[src/rtl/core/assert_macros.svh]
// ----------------------------------------------------------------------------
// assert macros
// concurrent assertion helpers shared by the rtl, empty under SYNTH
// ----------------------------------------------------------------------------
`ifndef ASSERT_MACROS_SVH
`define ASSERT_MACROS_SVH
`ifndef SYNTH
`define ASSERT_IMPLY(label, clk, rst, ante, cons, msg) \
   label: assert property (@(posedge clk) disable iff (rst) (ante) |-> (cons)) \
      else $error(msg);
`define ASSERT_NEXT(label, clk, rst, ante, cons, msg) \
   label: assert property (@(posedge clk) disable iff (rst) (ante) |=> (cons)) \
      else $error(msg);
`else
`define ASSERT_IMPLY(label, clk, rst, ante, cons, msg)
`define ASSERT_NEXT(label, clk, rst, ante, cons, msg)
`endif
`endif

[src/rtl/core/gmf_pkg.sv]
// ----------------------------------------------------------------------------
// gmf_pkg
// types and constants of the gated range median fusion block
// ----------------------------------------------------------------------------
package gmf_pkg;

   localparam int FUNC_W     = 3;
   localparam int SAMPLE_W   = 16;
   localparam int CSR_IDX_W  = 3;
   localparam int CSR_DATA_W = 8;
   localparam int LEN_CMP_W  = 7;

   localparam logic [FUNC_W-1:0] CH_LONG_IR    = 3'd0;
   localparam logic [FUNC_W-1:0] CH_SHORT_IR_A = 3'd1;
   localparam logic [FUNC_W-1:0] CH_SHORT_IR_B = 3'd2;
   localparam logic [FUNC_W-1:0] CH_US_LEFT    = 3'd3;
   localparam logic [FUNC_W-1:0] CH_US_RIGHT   = 3'd4;

   localparam logic [CSR_IDX_W-1:0] CSR_CHANNEL_ENABLE  = 3'd0;
   localparam logic [CSR_IDX_W-1:0] CSR_LONG_IR_THR     = 3'd1;
   localparam logic [CSR_IDX_W-1:0] CSR_SHORT_IR_THR    = 3'd2;
   localparam logic [CSR_IDX_W-1:0] CSR_ULTRASONIC_THR  = 3'd3;
   localparam logic [CSR_IDX_W-1:0] CSR_WINDOW_LENGTH   = 3'd4;

   localparam logic [SAMPLE_W-1:0] LONG_IR_FLOOR  = 16'd320;
   localparam logic [SAMPLE_W-1:0] SHORT_IR_FLOOR = 16'd128;
   localparam logic [SAMPLE_W-1:0] JUMP_LIMIT     = 16'd496;

   typedef enum logic [2:0] {
      ST_IDLE,
      ST_INS_RD,
      ST_INS_CMP,
      ST_MED_RD,
      ST_MED_OUT
   } gmf_state_type;

endpackage

[src/rtl/core/gmf_ram.sv]
// ----------------------------------------------------------------------------
// gmf_ram
// generic simple dual port ram, one write port, one registered read port
// ----------------------------------------------------------------------------
module gmf_ram #(
   parameter int WIDTH = 16,
   parameter int DEPTH = 32
) (
   input  logic                                         clock,
   input  logic                                         wr_en,
   input  logic [((DEPTH > 1) ? $clog2(DEPTH) : 1)-1:0] wr_addr,
   input  logic [WIDTH-1:0]                             wr_data,
   input  logic [((DEPTH > 1) ? $clog2(DEPTH) : 1)-1:0] rd_addr,
   output logic [WIDTH-1:0]                             rd_data
);

   logic [WIDTH-1:0] mem_ff [DEPTH];
   logic [WIDTH-1:0] rd_data_ff;

   always_ff @(posedge clock) begin
      if (wr_en) begin
         mem_ff[wr_addr] <= wr_data;
      end
      rd_data_ff <= mem_ff[rd_addr];
   end

   assign rd_data = rd_data_ff;

endmodule

[src/rtl/core/gated_range_median_fusion.sv]
// ----------------------------------------------------------------------------
// gated_range_median_fusion
// gated, conditioned range samples of five sensors, median per window
// ----------------------------------------------------------------------------
// usage
//   an item (req_func, req_sample_value) is taken on a clock edge with start
//   high and busy low. disabled channels, unknown codes and ir jumps are
//   dropped at once and busy stays low. a kept item is insertion sorted into
//   the window ram, one ram read and one write per cycle, and this sorted insert
//   through the single write port sets how long busy stays high. when the window
//   is full the ST_MED_RD state reads the middle entry, then ST_MED_OUT strobes
//   rsp_valid one cycle with rsp_median_value.
//   the receiver cannot stall: the result is shown for exactly one cycle.
//   csr_write with csr_index and csr_data writes a register; the user must
//   write only while idle, the block itself does not enforce it.
//   reset (synchronous) restores register defaults, empties the window and
//   clears both ir last values; the ram needs no clearing.
// ----------------------------------------------------------------------------
`include "assert_macros.svh"

module gated_range_median_fusion
   import gmf_pkg::*;
#(
   parameter int MAX_WINDOW = 32
) (
   input  logic                  clock,
   input  logic                  reset,
   input  logic                  start,
   output logic                  busy,
   input  logic [FUNC_W-1:0]     req_func,
   input  logic [SAMPLE_W-1:0]   req_sample_value,
   output logic                  rsp_valid,
   output logic [SAMPLE_W-1:0]   rsp_median_value,
   input  logic                  csr_write,
   input  logic [CSR_IDX_W-1:0]  csr_index,
   input  logic [CSR_DATA_W-1:0] csr_data
);

   localparam int AW = (MAX_WINDOW > 1) ? $clog2(MAX_WINDOW) : 1;
   localparam int CW = $clog2(MAX_WINDOW + 1);

   gmf_state_type       state_ff, state_in;
   logic [4:0]          chan_en_ff;
   logic [7:0]          lir_thr_ff, sir_thr_ff, us_thr_ff;
   logic [5:0]          win_len_ff;
   logic [CW-1:0]       fill_ff, fill_in, fill_new;
   logic [SAMPLE_W-1:0] last_lir_ff, last_sir_ff;
   logic [AW-1:0]       hole_ff, hole_in, hole_m1, hole_m2;
   logic [SAMPLE_W-1:0] val_ff, val_in;

   logic                accept, chan_on, is_lir, is_sir, below, keep, keep_item;
   logic [7:0]          sel_thr, chan_en_ext;
   logic [SAMPLE_W-1:0] thr_q4, whole, sel_last, diff, stored;
   logic [LEN_CMP_W-1:0] wl_ext, len_eff;
   logic                complete;

   logic                mem_we;
   logic [AW-1:0]       mem_wr_addr, mem_rd_addr;
   logic [SAMPLE_W-1:0] mem_wr_data, mem_rd_data;

   gmf_ram #(
      .WIDTH (SAMPLE_W),
      .DEPTH (MAX_WINDOW)
   ) u_window_ram (
      .clock   (clock),
      .wr_en   (mem_we),
      .wr_addr (mem_wr_addr),
      .wr_data (mem_wr_data),
      .rd_addr (mem_rd_addr),
      .rd_data (mem_rd_data)
   );

   // sample conditioning
   assign accept      = start && !busy;
   assign chan_en_ext = {3'b000, chan_en_ff};
   assign chan_on     = (req_func <= CH_US_RIGHT) && chan_en_ext[req_func];
   assign is_lir      = (req_func == CH_LONG_IR);
   assign is_sir      = (req_func == CH_SHORT_IR_A) || (req_func == CH_SHORT_IR_B);
   assign sel_thr     = is_lir ? lir_thr_ff : (is_sir ? sir_thr_ff : us_thr_ff);
   assign thr_q4      = {4'b0000, sel_thr, 4'b0000};
   assign below       = (req_sample_value < thr_q4);
   assign whole       = {req_sample_value[SAMPLE_W-1:4], 4'b0000};
   assign sel_last    = is_lir ? last_lir_ff : last_sir_ff;
   assign diff        = (sel_last >= whole) ? (sel_last - whole) : (whole - sel_last);

   always_comb begin
      if (is_lir || is_sir) begin
         stored = below ? (is_lir ? LONG_IR_FLOOR : SHORT_IR_FLOOR) : req_sample_value;
         keep   = below || (diff < JUMP_LIMIT);
      end else begin
         stored = below ? thr_q4 : req_sample_value;
         keep   = 1'b1;
      end
   end

   // only looked at while idle, where busy is low
   assign keep_item = start && chan_on && keep;

   // effective window length
   assign wl_ext   = {1'b0, win_len_ff};
   assign len_eff  = (win_len_ff == 6'd0) ? LEN_CMP_W'(1) :
                     ((wl_ext > LEN_CMP_W'(MAX_WINDOW)) ? LEN_CMP_W'(MAX_WINDOW) : wl_ext);
   assign fill_new = fill_ff + CW'(1);
   assign complete = (LEN_CMP_W'(fill_new) >= len_eff);

   assign hole_m1 = hole_ff - AW'(1);
   assign hole_m2 = hole_m1 - AW'(1);

   always_comb begin
      state_in    = state_ff;
      fill_in     = fill_ff;
      hole_in     = hole_ff;
      val_in      = val_ff;
      mem_we      = 1'b0;
      mem_wr_addr = hole_ff;
      mem_wr_data = val_ff;
      mem_rd_addr = hole_m1;
      busy        = 1'b1;
      rsp_valid   = 1'b0;
      case (state_ff)
         ST_IDLE: begin
            busy = 1'b0;
            if (keep_item) begin
               state_in = ST_INS_RD;
               hole_in  = fill_ff[AW-1:0];
               val_in   = stored;
            end
         end
         ST_INS_RD: begin
            if (hole_ff == '0) begin
               mem_we = 1'b1;
               if (complete) begin
                  state_in = ST_MED_RD;
               end else begin
                  fill_in  = fill_new;
                  state_in = ST_IDLE;
               end
            end else begin
               state_in = ST_INS_CMP;
            end
         end
         ST_INS_CMP: begin
            mem_we = 1'b1;
            if (mem_rd_data > val_ff) begin
               mem_wr_data = mem_rd_data;
               hole_in     = hole_m1;
               mem_rd_addr = hole_m2;
               if (hole_m1 == '0) begin
                  state_in = ST_INS_RD;
               end
            end else if (complete) begin
               state_in = ST_MED_RD;
            end else begin
               fill_in  = fill_new;
               state_in = ST_IDLE;
            end
         end
         ST_MED_RD: begin
            mem_rd_addr = AW'(fill_ff >> 1);
            state_in    = ST_MED_OUT;
         end
         ST_MED_OUT: begin
            rsp_valid = 1'b1;
            fill_in   = '0;
            state_in  = ST_IDLE;
         end
         default: begin
            state_in = ST_IDLE;
         end
      endcase
   end

   assign rsp_median_value = mem_rd_data;

   always_ff @(posedge clock) begin
      if (reset) begin
         state_ff    <= ST_IDLE;
         fill_ff     <= '0;
         last_lir_ff <= '0;
         last_sir_ff <= '0;
      end else begin
         state_ff <= state_in;
         fill_ff  <= fill_in;
         if (accept && chan_on && is_lir) begin
            last_lir_ff <= req_sample_value;
         end
         if (accept && chan_on && is_sir) begin
            last_sir_ff <= req_sample_value;
         end
      end
   end

   always_ff @(posedge clock) begin
      hole_ff <= hole_in;
      val_ff  <= val_in;
   end

   always_ff @(posedge clock) begin
      if (reset) begin
         chan_en_ff <= 5'd31;
         lir_thr_ff <= 8'd20;
         sir_thr_ff <= 8'd8;
         us_thr_ff  <= 8'd20;
         win_len_ff <= 6'd7;
      end else if (csr_write) begin
         case (csr_index)
            CSR_CHANNEL_ENABLE: chan_en_ff <= csr_data[4:0];
            CSR_LONG_IR_THR:    lir_thr_ff <= csr_data;
            CSR_SHORT_IR_THR:   sir_thr_ff <= csr_data;
            CSR_ULTRASONIC_THR: us_thr_ff  <= csr_data;
            CSR_WINDOW_LENGTH:  win_len_ff <= csr_data[5:0];
            default: begin
            end
         endcase
      end
   end

   // checks
   `ASSERT_NEXT(a_result_empties_window, clock, reset, rsp_valid, !busy && (fill_ff == '0), "window not emptied after result")
   `ASSERT_IMPLY(a_window_in_range, clock, reset, 1'b1, fill_ff < CW'(MAX_WINDOW), "window fill out of range")
   `ASSERT_IMPLY(a_compare_hole_nonzero, clock, reset, state_ff == ST_INS_CMP, hole_ff != '0, "compare step at bottom entry")
   `ASSERT_IMPLY(a_result_after_read, clock, reset, rsp_valid, $past(state_ff) == ST_MED_RD, "result without median read")

endmodule

[config.mk]
export PLATFORM = sky130hd
export DESIGN_NAME = gated_range_median_fusion
export DESIGN_NICKNAME = d
export VERILOG_FILES = /design/src/rtl/core/gmf_pkg.sv /design/src/rtl/core/gmf_ram.sv /design/src/rtl/core/gated_range_median_fusion.sv
export VERILOG_INCLUDE_DIRS = /design/src /design/src/rtl/core
export SDC_FILE = /design/constraint.sdc
export NUM_CORES = 1
export LEC_CHECK = 0
export BUFFER_PORTS_ARGS = -buffer_cell sky130_fd_sc_hd__buf_2
export CORE_MARGIN = 10
export CORE_UTILIZATION = 31
export CTS_BUF_LIST = sky130_fd_sc_hd__clkbuf_16
export DETAILED_ROUTE_END_ITERATION = 12
export GPL_TIMING_DRIVEN = 0
export PLACE_DENSITY_LB_ADDON = 0.08
export SYNTH_ARGS = -nofsm -noshare
export SYNTH_HDL_FRONTEND = slang
export SYNTH_HIERARCHICAL = 1
export SYNTH_SLANG_ARGS = --single-unit
[constraint.sdc]
create_clock -name clock -period 8.1 [get_ports clock]
set_clock_uncertainty 0.05 [all_clocks]
set_input_delay 1.62 -clock clock [delete_from_list [all_inputs] [get_ports clock]]
set_output_delay 1.62 -clock clock [all_outputs]
set_load 0.02 [all_outputs]
==> impl_metrics.json, run 1 <==
{
  "num_io_pins": 52,
  "clock_latency_ns": 0.61,
  "hold_path_end": "sir_thr_ff[6]",
  "hold_start": "sir_thr_ff[6]",
  "postCtsHoldBufs": 0,
  "gp_congestion": 0.836,
  "num_vias": 16955,
  "crit_type": "input port to flop",
  "slew_headroom": 0.241,
  "netlist_area_sq_mm": 0.0275,
  "syn_avg_cell_area_sq_um": 13.7,
  "fmax_ghz": 0.160,
  "async_flop_share": 0,
  "synth_fp_nets": 2099,
  "drc_errors": 0,
  "hold_viol": 0,
  "synth-main-ff-cell": "edfxtp_1",
  "ys_seq_elements": 625,
  "yosysWarnings": 6,
  "dieArea_sq_mm": 0.101,
  "drt_iter0_drc": 1448,
  "synth_top_area_share": 0.582,
  "start_kind": "input port",
  "drt-total-wl_mm": 82.7,
  "crit_path_end_kind": "flop",
  "yosys-top-cells-area": "edfxtp_1, mux2i_1, dfxtp_1",
  "grt_pass1_vias": 16964,
  "peakVddDrop_v": 0.000145,
  "p_leak_nw": 11.8,
  "timing.rr.end": "u_window_ram/rd_data[2]",
  "finalCriticalPeriod_ns": 6.25,
  "ant_nets": 0,
  "cts.path.max_buffers": 3,
  "setup_tns_ns": 0,
  "syn_inst": 2008,
  "dp_hpwl_mm": 57.3,
  "die_w_um": 318,
  "synth_cell_types": 78,
  "status": "finished clean",
  "layout-drive-gt1-share": 0.136,
  "postCtsSetupRepairBufs": 0,
  "timing.rr.start": "val_ff[4]",
  "htree_levels": 3,
  "rsz0062_at_grt": "no",
  "reg2reg_depth": 18,
  "r2r_slack_ns": 2.60,
  "cp_max_fo": 10,
  "cts_tree": "done",
  "grt_max_degree": 33,
  "gr-usage-all-layers": 0.159,
  "syn2layout_area_growth_pct": 16.1,
  "min_period_over_period": 0.772,
  "crit_path_start": "req_func[0]",
  "cts.clk_slew.worst_paths_ns": 0.05,
  "tightest_slew_ns": 1.13,
  "rows": 109,
  "postCtsResizedCells": 0,
  "wl_per_cell_um": 24.5,
  "dr.pass1.iters": 5,
  "drv_slew": 0,
  "die_h_um": 318,
  "portBuffers": 46,
  "cts.sinks": 625,
  "numCtsBuffers": 72,
  "hold_depth": 2,
  "grt_antenna_before_repair": 3,
  "finalPower_mw": 8.67,
  "yosysTopAreaCell": "edfxtp_1",
  "num_antenna_cells": 0,
  "hold_path.class": "flop to flop",
  "nNetsFinal": 2244,
  "grt_pass1_wl_mm": 120,
  "maxCapViolCount": 0,
  "ys_seq_area_frac": 0.649,
  "required_ns": 8.27,
  "synth_edf_count": 533,
  "cts_root_buf": "clkbuf_16",
  "core_sq_mm": 0.0882,
  "arrival_ns": 6.43,
  "overflow": 0,
  "power.density_mw_per_mm2": 271,
  "start_util": 0.312,
  "avgViaCountPerCell": 5.03,
  "finalSetupViolations": 0
}
[per-stage QoR]
stage	hold WS, ns	worst slack (ns)	instance area (sq um)	utilization	cells
floorplan	0.380	2.19	27500	-	2008
global placement	0.393	0.772	29200	0.331	3219
detailed placement	0.398	0.717	29700	0.337	3244
CTS	0.406	1.37	31900	0.362	3372
global route	0.429	1.35	31900	0.362	3372
finish	0.407	1.85	31900	0.362	3372
[cell usage in the layout (no fill, tap or decap), types with 16 or more instances in the layout]
| cell | instances |
|---|---|
| o21ai_0 | 24 |
| nor3_1 | 29 |
| clkbuf_1 | 52 |
| nand2_1 | 187 |
| nand3_1 | 45 |
| buf_2 | 69 |
| nor2_2 | 33 |
| clkinv_1 | 21 |
| clkbuf_16 | 77 |
| edfxtp_1 | 533 |
| dfxtp_1 | 92 |
| mux2i_1 | 285 |
| a21o_1 | 19 |
| a31oi_1 | 20 |
| a21oi_1 | 117 |
| a22o_1 | 32 |
| buf_4 | 19 |
| buf_8 | 29 |
| mux2_2 | 16 |
| nor2_1 | 61 |
| a22oi_1 | 66 |
| xnor2_1 | 19 |
| inv_1 | 61 |
| ha_1 | 56 |
| nand4_1 | 27 |
[cell usage after synthesis (7+ instances only)]
library cell  number
ha_1              56
a21oi_1          117
o211ai_1           9
and3_1            14
nand3_1           45
buf_6             10
a22o_1            32
buf_2             23
o22ai_1           10
nor3_1            29
nand3b_1          14
o31ai_1            7
o21bai_1           7
nor2_1            94
a21o_1            19
and2_1            10
dfxtp_1           92
xnor2_1           19
nand4_1           27
edfxtp_1         533
a31oi_1           20
o21ai_0           25
buf_4             19
inv_1             49
nand2b_1           7
a211o_1           10
a22oi_1           66
o22a_1             8
nand2_1          187
mux2i_1          285
clkbuf_1          52
nor2b_1            8
mux2_2            16
[registers in the layout (all words and copies together), names as in the netlist, 8 cells and up]
signal and cells:
sir_thr_ff 8, last_sir_ff 16, u_window_ram/mem_ff 512, last_lir_ff 16, lir_thr_ff 8, val_ff 16
us_thr_ff 8, u_window_ram/rd_data 16
[power breakdown]
group          total [mW]  internal [mW]  switching (mW)
logic                1.92          0.650            1.27
registers            3.65           3.58          0.0622
clock network        3.10           1.80            1.30
[per-layer routing]
metal  track usage  wire length, um
met1         0.209            37100
met2         0.268            39800
met3        0.0299             4040
met4        0.0398             1850
met5             0               10
[final cells by class]
type                       count  area (sq um)
sequential                   625         17800
buffer                       117           763
clock inverter                51           323
timing repair buffer          71           631
multi-input combinational   1216          8810
inverter                      50           188
fill                        8450         56300
clock buffer                  77          1930
tap                         1165          1460
[worst max-delay path, cell delays in order]
cell and delay (ns):
buf_2 0.19, or3_4 0.35, buf_6 0.16, clkbuf_1 0.23
nand2_1 0.12, nand2_1 0.08, ha_1 0.29, clkbuf_1 0.42
nand4_1 0.27, a21oi_1 0.30, o31a_1 0.27, or3_1 0.14
buf_6 0.16, mux2_2 0.35, a2bb2oi_1 0.14, a21oi_1 0.10
a31oi_1 0.70, o21ai_0 0.51
[cell families (layout without fill, tap and decap cells)]
family / after synthesis / in the layout / share of synthesized area
XOR/XNOR: 25 / 25 / 0.00796
multiplexers: 302 / 302 / 0.111
buffers and inverters: 167 / 366 / 0.0346
adder cells (fa/ha/maj): 58 / 58 / 0.0266
flip-flops: 625 / 625 / 0.649
AO/OA/AOI/OAI: 362 / 362 / 0.0894
AND/OR/NAND/NOR: 469 / 469 / 0.0819
[worst max-delay path by stage]
stage                       to  slack, ns  cells after the start
finish              hole_ff[0]       1.85                     18
detailed placement  val_ff[13]       0.72                     15
global route        val_ff[12]       1.35                     15
floorplan            val_ff[0]       2.19                     18
CTS                 val_ff[12]       1.37                     15
global placement    val_ff[13]       0.77                     15
No activity file was read; power rests on OpenSTA's default activity.
==> run 2: changes to the inputs <==
clock period = 6.35 ns   (was 8.1 ns; I/O delays follow)
==> impl_metrics.json, run 2 (synthesized netlist as in run 1, its figures left out) <==
{
  "finalInstanceArea_sq_mm": 0.0320,
  "maxCapViolCount": 0,
  "gp_congestion": 0.836,
  "min_period_over_period": 0.933,
  "p_sw_mw": 3.35,
  "dp_slack_ns": -0.683,
  "rsz0062_at_grt": "no",
  "layout_commonest_cell": "edfxtp_1",
  "dr.pass1.iters": 5,
  "dp.cells": 3244,
  "critPathCapture": "hole_ff[0]",
  "cp_max_fo": 10,
  "num_io_pins": 52,
  "htree_levels": 3,
  "top_register": "u_window_ram/mem_ff",
  "drv_slew": 0,
  "dieArea_sq_mm": 0.101,
  "layout_setup_ws_ns": 0.423,
  "portBuffers": 46,
  "grt_pass1_wl_mm": 120,
  "tightest_slew_ns": 1.11,
  "crit_path_start": "req_func[0]",
  "cts_root_buf": "clkbuf_16",
  "gr-usage-all-layers": 0.159,
  "ant_nets": 0,
  "status": "finished clean",
  "finalSetupViolations": 0,
  "crit_path_end_kind": "flop",
  "swShare": 0.303,
  "crit_type": "input port to flop",
  "dp_hpwl_mm": 57.3,
  "seq_power_share": 0.421,
  "power.density_mw_per_mm2": 346,
  "postCtsSetupRepairBufs": 0,
  "p_int_mw": 7.70,
  "finalCriticalPeriod_ns": 5.93,
  "grt_antenna_before_repair": 3,
  "r2r_slack_ns": 0.83,
  "dpl_cell_area_sq_mm": 0.0297,
  "hold_viol": 0,
  "hold_slack_ns": 0.407,
  "pwr-share-clk": 0.358,
  "nNetsFinal": 2244,
  "fmax_ghz": 0.169,
  "timing.rr.end": "u_window_ram/rd_data[2]",
  "cts_tree": "done",
  "clock_latency_ns": 0.61,
  "p_comb_frac": 0.221,
  "num_antenna_cells": 0,
  "die_h_um": 318,
  "wl_per_cell_um": 24.6,
  "slew_headroom": 0.251,
  "nFillCells": 8450,
  "required_ns": 6.53,
  "fin_cells": 3372,
  "postCtsHoldBufs": 0,
  "arrival_ns": 6.10,
  "start_util": 0.312,
  "core_sq_mm": 0.0882,
  "syn2layout_area_growth_pct": 16.1,
  "layout_common_cells": "edfxtp_1, mux2i_1, nand2_1",
  "layout-drive-gt1-share": 0.137,
  "drc_errors": 0,
  "reg2reg_depth": 18,
  "timing.rr.start": "val_ff[4]",
  "peakVddDrop_v": 0.000184,
  "start_kind": "input port",
  "p_leak_nw": 11.8,
  "grt_max_degree": 33,
  "cts.path.max_buffers": 3,
  "postLayoutCoreUtil": 0.362,
  "cts.clk_slew.worst_paths_ns": 0.05,
  "rows": 109,
  "hold_start": "sir_thr_ff[0]",
  "avgViaCountPerCell": 5.05,
  "hold_path.class": "flop to flop",
  "largest_reg_flops": 512,
  "overflow": 0,
  "numCtsBuffers": 72,
  "drt_iter0_drc": 1475,
  "cts.sinks": 625,
  "die_w_um": 318,
  "grt_pass1_vias": 16964,
  "num_vias": 17035,
  "drt-total-wl_mm": 82.9
}
[run 2: worst min path at each step]
stage	depth (start not counted)	slack [ns]	to
after global placement	2	0.39	sir_thr_ff[6]
after global routing	1	0.43	chan_en_ff[2]
after floorplan	1	0.38	chan_en_ff[2]
after detailed placement	2	0.40	sir_thr_ff[6]
final	2	0.41	sir_thr_ff[0]
after CTS	2	0.41	sir_thr_ff[6]
[run 2: cell type report]
class / count / area (sq um) / share of cell area
well taps: 1165 / 1460 / 0.0456
inverters: 50 / 188 / 0.00587
repair buffers: 71 / 631 / 0.0197
clock buffers: 77 / 1930 / 0.0603
clock inverters: 51 / 323 / 0.0101
plain buffers: 117 / 763 / 0.0239
flip-flops and latches: 625 / 17800 / 0.559
multi-input cells: 1216 / 8820 / 0.276
[run 2: timing repair]
item | in CTS | in global routing
hold endpoints to repair | 0 | 0
gates resized for setup | 1 | 1
setup endpoints to repair | 16 | 21
[run 2: critical path, stage by stage]
cell and delay, ns:
buf_2 0.19, or3_4 0.35, buf_6 0.16, clkbuf_1 0.23, nand2_1 0.12, nand2_1 0.08, ha_1 0.29, clkbuf_1 0.41
nand4_1 0.29, a21oi_1 0.30, o31a_1 0.29, or3_1 0.15, buf_6 0.16, mux2_2 0.35, a2bb2oi_1 0.14, a21oi_1 0.10
a31oi_1 0.69, o21ai_0 0.51
[run 2: through the flow]
stage / total power, mW / TNS [ns]
after global placement: 7.19 / -38.42
after global routing: 11.5 / 0
after detailed placement: 7.20 / -12.21
final: 11.1 / 0
after CTS: 11.2 / 0
after floorplan: 6.21 / 0
[run 2: per-layer routing]
| metal | global-route usage | wire [um] |
|---|---|---|
| met3 | 0.0299 | 3900 |
| met1 | 0.209 | 37200 |
| met2 | 0.268 | 39900 |
| met5 | 0 | 10 |
| met4 | 0.0398 | 1870 |
[run 2: power groups by stage]
stage | logic, mW | clock network, mW | registers (mW)
2_1_floorplan | 1.44 | 0 | 4.77
3_3_place_gp | 2.45 | 0 | 4.74
3_5_place_dp | 2.47 | 0 | 4.73
4_1_cts | 2.48 | 4.07 | 4.65
5_1_grt | 2.62 | 4.24 | 4.66
6_report | 2.45 | 3.96 | 4.65
